$ cat src/sv/palette_nearest_color_luv_unit_assert.svh
// Assertion macros for the palette nearest color search unit
`ifndef PALETTE_NEAREST_COLOR_LUV_UNIT_ASSERT_SVH
`define PALETTE_NEAREST_COLOR_LUV_UNIT_ASSERT_SVH

// Condition implies consequence in the same cycle
`define PNCL_ASSERT_SAME(lbl, ante, cons) \
	lbl: assert property (@(posedge clk) disable iff (!arst_n) (ante) |-> (cons)) \
		else $error("pncl same-cycle check failed");

// Condition implies consequence in the next cycle
`define PNCL_ASSERT_NEXT(lbl, ante, cons) \
	lbl: assert property (@(posedge clk) disable iff (!arst_n) (ante) |=> (cons)) \
		else $error("pncl next-cycle check failed");

`endif

$ cat src/sv/pncl_ram.sv
// Generic single write port, single read port RAM with registered read
module pncl_ram #(
	parameter int WIDTH = 8,
	parameter int DEPTH = 256
) (
	input  logic                     clk,
	input  logic                     we,
	input  logic [$clog2(DEPTH)-1:0] waddr,
	input  logic [WIDTH-1:0]         wdata,
	input  logic                     re,
	input  logic [$clog2(DEPTH)-1:0] raddr,
	output logic [WIDTH-1:0]         rdata
);

	logic [WIDTH-1:0] mem [DEPTH];

	always_ff @(posedge clk) begin
		if (we) begin
			mem[waddr] <= wdata;
		end
		if (re) begin
			rdata <= mem[raddr];
		end
	end

endmodule

$ cat config.mk
export PLATFORM = sky130hd
export DESIGN_NAME = pncl_ram
export DESIGN_NICKNAME = d
export VERILOG_FILES = /design/src/sv/palette_nearest_color_luv_unit_assert.svh /design/src/sv/pncl_ram.sv
export SDC_FILE = /design/constraint.sdc
export NUM_CORES = 2
export LEC_CHECK = 0
export ABC_AREA = 0
export ABC_CLOCK_PERIOD_IN_PS = 2970
export BUFFER_PORTS_ARGS = -buffer_cell sky130_fd_sc_hd__clkbuf_2
export CAP_MARGIN = 10
export CORE_MARGIN = 5
export CORE_UTILIZATION = 45
export CTS_BUF_LIST = sky130_fd_sc_hd__clkbuf_4 sky130_fd_sc_hd__clkbuf_8 sky130_fd_sc_hd__clkbuf_16
export CTS_CLUSTER_SIZE = 40
export DETAILED_ROUTE_END_ITERATION = 16
export PLACE_DENSITY = 0.62
export RECOVER_POWER = 25
export SLEW_MARGIN = 20
export SYNTH_ARGS = -nofsm -noshare
export SYNTH_HDL_FRONTEND = slang
export SYNTH_SLANG_ARGS = --single-unit
export TNS_END_PERCENT = 50
$ cat constraint.sdc
create_clock -name clk -period 2.97 [get_ports clk]
set_input_delay 0.1485 -clock clk [delete_from_list [all_inputs] [get_ports clk]]
set_output_delay 0.1485 -clock clk [all_outputs]
set_load 0.01 [all_outputs]
=== Word-level counts from Yosys, hierarchy flattened ===
Memory sizes are Yosys's and may differ from the RTL's. A register that Yosys moved wholly into a read port is not among the register bits.
Cells that the tools add are included.

* Flip-flop bits (word level): 0
* RAM bits: 2048
* Output and inout port bits: 8
* Memories: 1

* Mux-type cells: 2

{| class="wikitable"
|+ Memory list
! name !! depth !! width !! rd ports !! clocked after Yosys merged registers in !! write ports !! line !! source
|-
| mem || 256 || 8 || 1 || 1 || 1 || pncl_ram.sv:15 || <nowiki>logic [WIDTH-1:0] mem [DEPTH];</nowiki>
|}

{| class="wikitable"
|+ Operators by type and width
! operator !! number
|-
| $mux 1 || 2
|}

=== Longest topological paths before layout ===
* Depth in word-level cells: 2
* Gate-level depth with buffers: 11
* Mapped depth without buffers: 6

=== Worst setup path before layout ===
OpenSTA, ideal clock, no wires.

* Kind: in2reg
* Start point: in raddr[0]
* End point: reg rdata[2] (read register of mem), data pin
* Library setup time: 269 ps
* Data arrival time: 1956 ps
* Data required time: 2701 ps
* Path slack: 745 ps
* Stages on the path: 9
* Buffers on the path: 4
* Path through: buf_6 -> buf_12 -> buf_8 -> buf_2 -> mux4_2 -> a22oi_1 -> a21oi_1 -> nor4_1 -> nor4_2

{| class="wikitable"
|+ RTL lines
! item !! line !! source
|-
| start: declaration || pncl_ram.sv:11 || <nowiki>input logic [$clog2(DEPTH)-1:0] raddr,</nowiki>
|-
| end: declaration || pncl_ram.sv:12 || <nowiki>output logic [WIDTH-1:0] rdata</nowiki>
|}

==> flow_summary.yaml <==
status:
  status: "complete, but fails checks"
  violations: "max-capacitance violations, max-slew violations"
synthesis:
  synthCells: 3733
  synth_top_flop_cell: "edfxtp_1"
  yosysUniqueCellTypes: 54
  ys_warn_count: 0
  synth_edf_count: 2056
  ys_ff_latch: 2056
  synth_area_leader_cell: "edfxtp_1"
  seq_area_frac_synth_pct: 77.5
  async_flop_share_pct: 0
  yosysMostFrequentCell: "edfxtp_1"
  synth_nets: 3760
  synth_area_leaders: "edfxtp_1 78%, mux4_2 13%, mux2i_1 1.7%, nor2_1 1.3%, a22oi_1 1.3%"
  synthTopCellsByCount: "2056 x edfxtp_1, 454 x mux4_2, 282 x nor2_1"
  avgSynthCellArea_sq_um: 21.3
  yosysTopAreaCellShare_pct: 77.5
  syn_area_sq_um: 79600
job:
  drv_cap: 8
floorplanning:
  die_w_um: 431
  ios: 35
  start_util_pct: 45.2
  coreArea_sq_um: 176000
  die_area_sq_um: 185000
  std_cell_rows: 154
  fp.dieH_um: 431
drt:
  first_pass_iters: 6
  drtAntennaViolNets: 0
  drc_errors: 0
  first_iter_violations: 4854
  avgViaCountPerCell: 5.94
  route.vias.total: 40200
  wl_mm: 198
  wl_per_cell_um: 29.3
min_path:
  hold_end: "mem[252][3]"
  whs_path_depth: 3
  min_from: "waddr[6]"
  hold_path.class: "in2reg"
cts:
  clkSinkCount: 2056
  cts_buffers: 202
  cts_buffer_depth: 3
  root_buffer: "clkbuf_16"
  cts_tree: "yes"
  cts_resized: 0
  cts_max_level: 4
  clk_pin_slew_ns: 0.06
  clk_latency_ns: 0.82
sta:
  fin_crit_ns: 2.95
  slew_headroom_pct: -68.4
  setup_violations: 0
  clock.fmax_mhz: 339
  grt_setup_unrepaired: "no"
  worst_slew_pin_slew_ns: 2.53
  holdWs_ns: 0.0727
  min_period_over_period_pct: 99.2
  tns_ns: 0
  skew_ns: 0.0451
  hold_violations: 0
  finalMaxSlewViolations: 651
cells_and_area:
  drive_above_1_share_pct: 30.2
  register_area_sq_um: 61700
  area_growth_pct: 16.2
  fill_cells: 13700
  fin_nets: 4297
  fin_util_pct: 52.5
  multiInputGateArea_sq_um: 16500
power_and_ir_drop:
  p_leak_nw: 29.6
  vdd_ir_drop_max_mv: 0.658
  p_per_area_nw_per_um2: 649
worst_setup_path:
  r2r_slack_ns: 0.02
  crit-reg2reg-launch: "mem[132][0]"
  end_kind: "register"
  r2r_cells: 7
  cp-start-kind: "register"
  timing.rr.end: "rdata[0]"
  critPathRequiredTime_ns: 3.55
  worstPathArrival_ns: 3.53
  crit_path_max_fanout: 1
  path_class: "reg2reg"
grt:
  grt_overflow: 0
  grtUsageTotal_pct: 21.3
  grt_max_degree: 109
  grt_pass1_wl_mm: 286
  antenna_found_initial: 9
  grt_pass1_vias: 40300
placed_design:
  place.gp.congestion: 0.834
  portBuffers: 34
  dp_hpwl_mm: 127
[where the power goes]
part | total (mW) | leakage [nW] | switching, mW | internal [mW]
clock network | 24.9 | 3.24 | 10.7 | 14.2
registers | 32.1 | 18.5 | 0.0318 | 32.0
logic | 3.10 | 7.87 | 1.92 | 1.19
total | 60.0 | 29.6 | 12.6 | 47.4
[cell usage in the layout, fill, tap and decap left out, types with 33 or more instances in the layout]
cell / count
nor2_1: 279
a21oi_1: 96
mux4_2: 454
buf_4: 460
a22oi_1: 133
nand2_1: 33
clkinv_2: 38
mux2i_1: 134
clkinv_1: 58
clkbuf_16: 206
edfxtp_1: 2056
o221ai_1: 46
clkbuf_4: 45
buf_12: 54
[cell families after synthesis]
group	Yosys count	synth area share, %
flip-flops	2056	77.5
multiplexers	591	14.6
AND/OR/NAND/NOR	466	2.63
AO/OA/AOI/OAI	385	3.42
buffers and inverters	235	1.83
[worst max-delay path, stage by stage, from the launching register on]
cell       delay (ns)
edfxtp_1         0.36
mux4_2           0.52
mux4_2           0.48
nor2_1           0.31
a2111oi_0        0.16
nor3_1           0.61
buf_4            0.23
nor4_2           0.04
[area by class of cell]
| class | instances | share of cell area (%) |
|---|---|---|
| Clock inverter | 123 | 1.10 |
| Multi-Input combinational cell | 1442 | 17.8 |
| Antenna cell | 5 | 0.0135 |
| Tap cell | 2340 | 3.16 |
| Timing Repair Buffer | 566 | 5.27 |
| Inverter | 2 | 0.00811 |
| Sequential cell | 2056 | 66.7 |
| Clock buffer | 247 | 5.90 |
[how the worst max path moves through the flow]
stage	slack (ns)	end	start
finish	0.02	rdata[0]	mem[132][0]
detailed placement	-0.40	rdata[0]	raddr[0]
global route	0.07	rdata[3]	mem[27][3]
floorplan	0.75	rdata[2]	raddr[0]
global placement	-0.39	rdata[0]	raddr[0]
CTS	0.05	rdata[3]	mem[27][3]
[repair_timing]
item                                   CTS  global route
endpoints found under the hold margin  647             0
hold buffers                            12             0
buffers inserted                         0             0
[routing by layer]
layer  global-route usage, %  share of wire, %  up-vias
li1                        -                 -    16800
met4                    6.98               3.4        4
met2                    33.5                47     1756
met3                    4.82               8.9      332
met5                       0             0.013        -
met1                    29.8                40    21400
[metrics by stage]
| step | power [mW] | cell area [sq um] | std cells | setup slack (ns) |
|---|---|---|---|---|
| 6_report | 60.0 | 92500 | 6781 | 0.0242 |
| 5_1_grt | 61.8 | 92500 | 6776 | 0.0728 |
| 4_1_cts | 60.5 | 92700 | 6776 | 0.0522 |
| 3_5_place_dp | 35.8 | 86100 | 6394 | -0.403 |
| 3_3_place_gp | 35.7 | 86100 | 6394 | -0.387 |
| 2_1_floorplan | 34.2 | 79600 | 3733 | 0.745 |
[state kept, by name, summed over array words and instances, names as in the netlist]
signal / count
mem: 2048
rdata: 8
No activity file was read; power rests on OpenSTA's default activity.
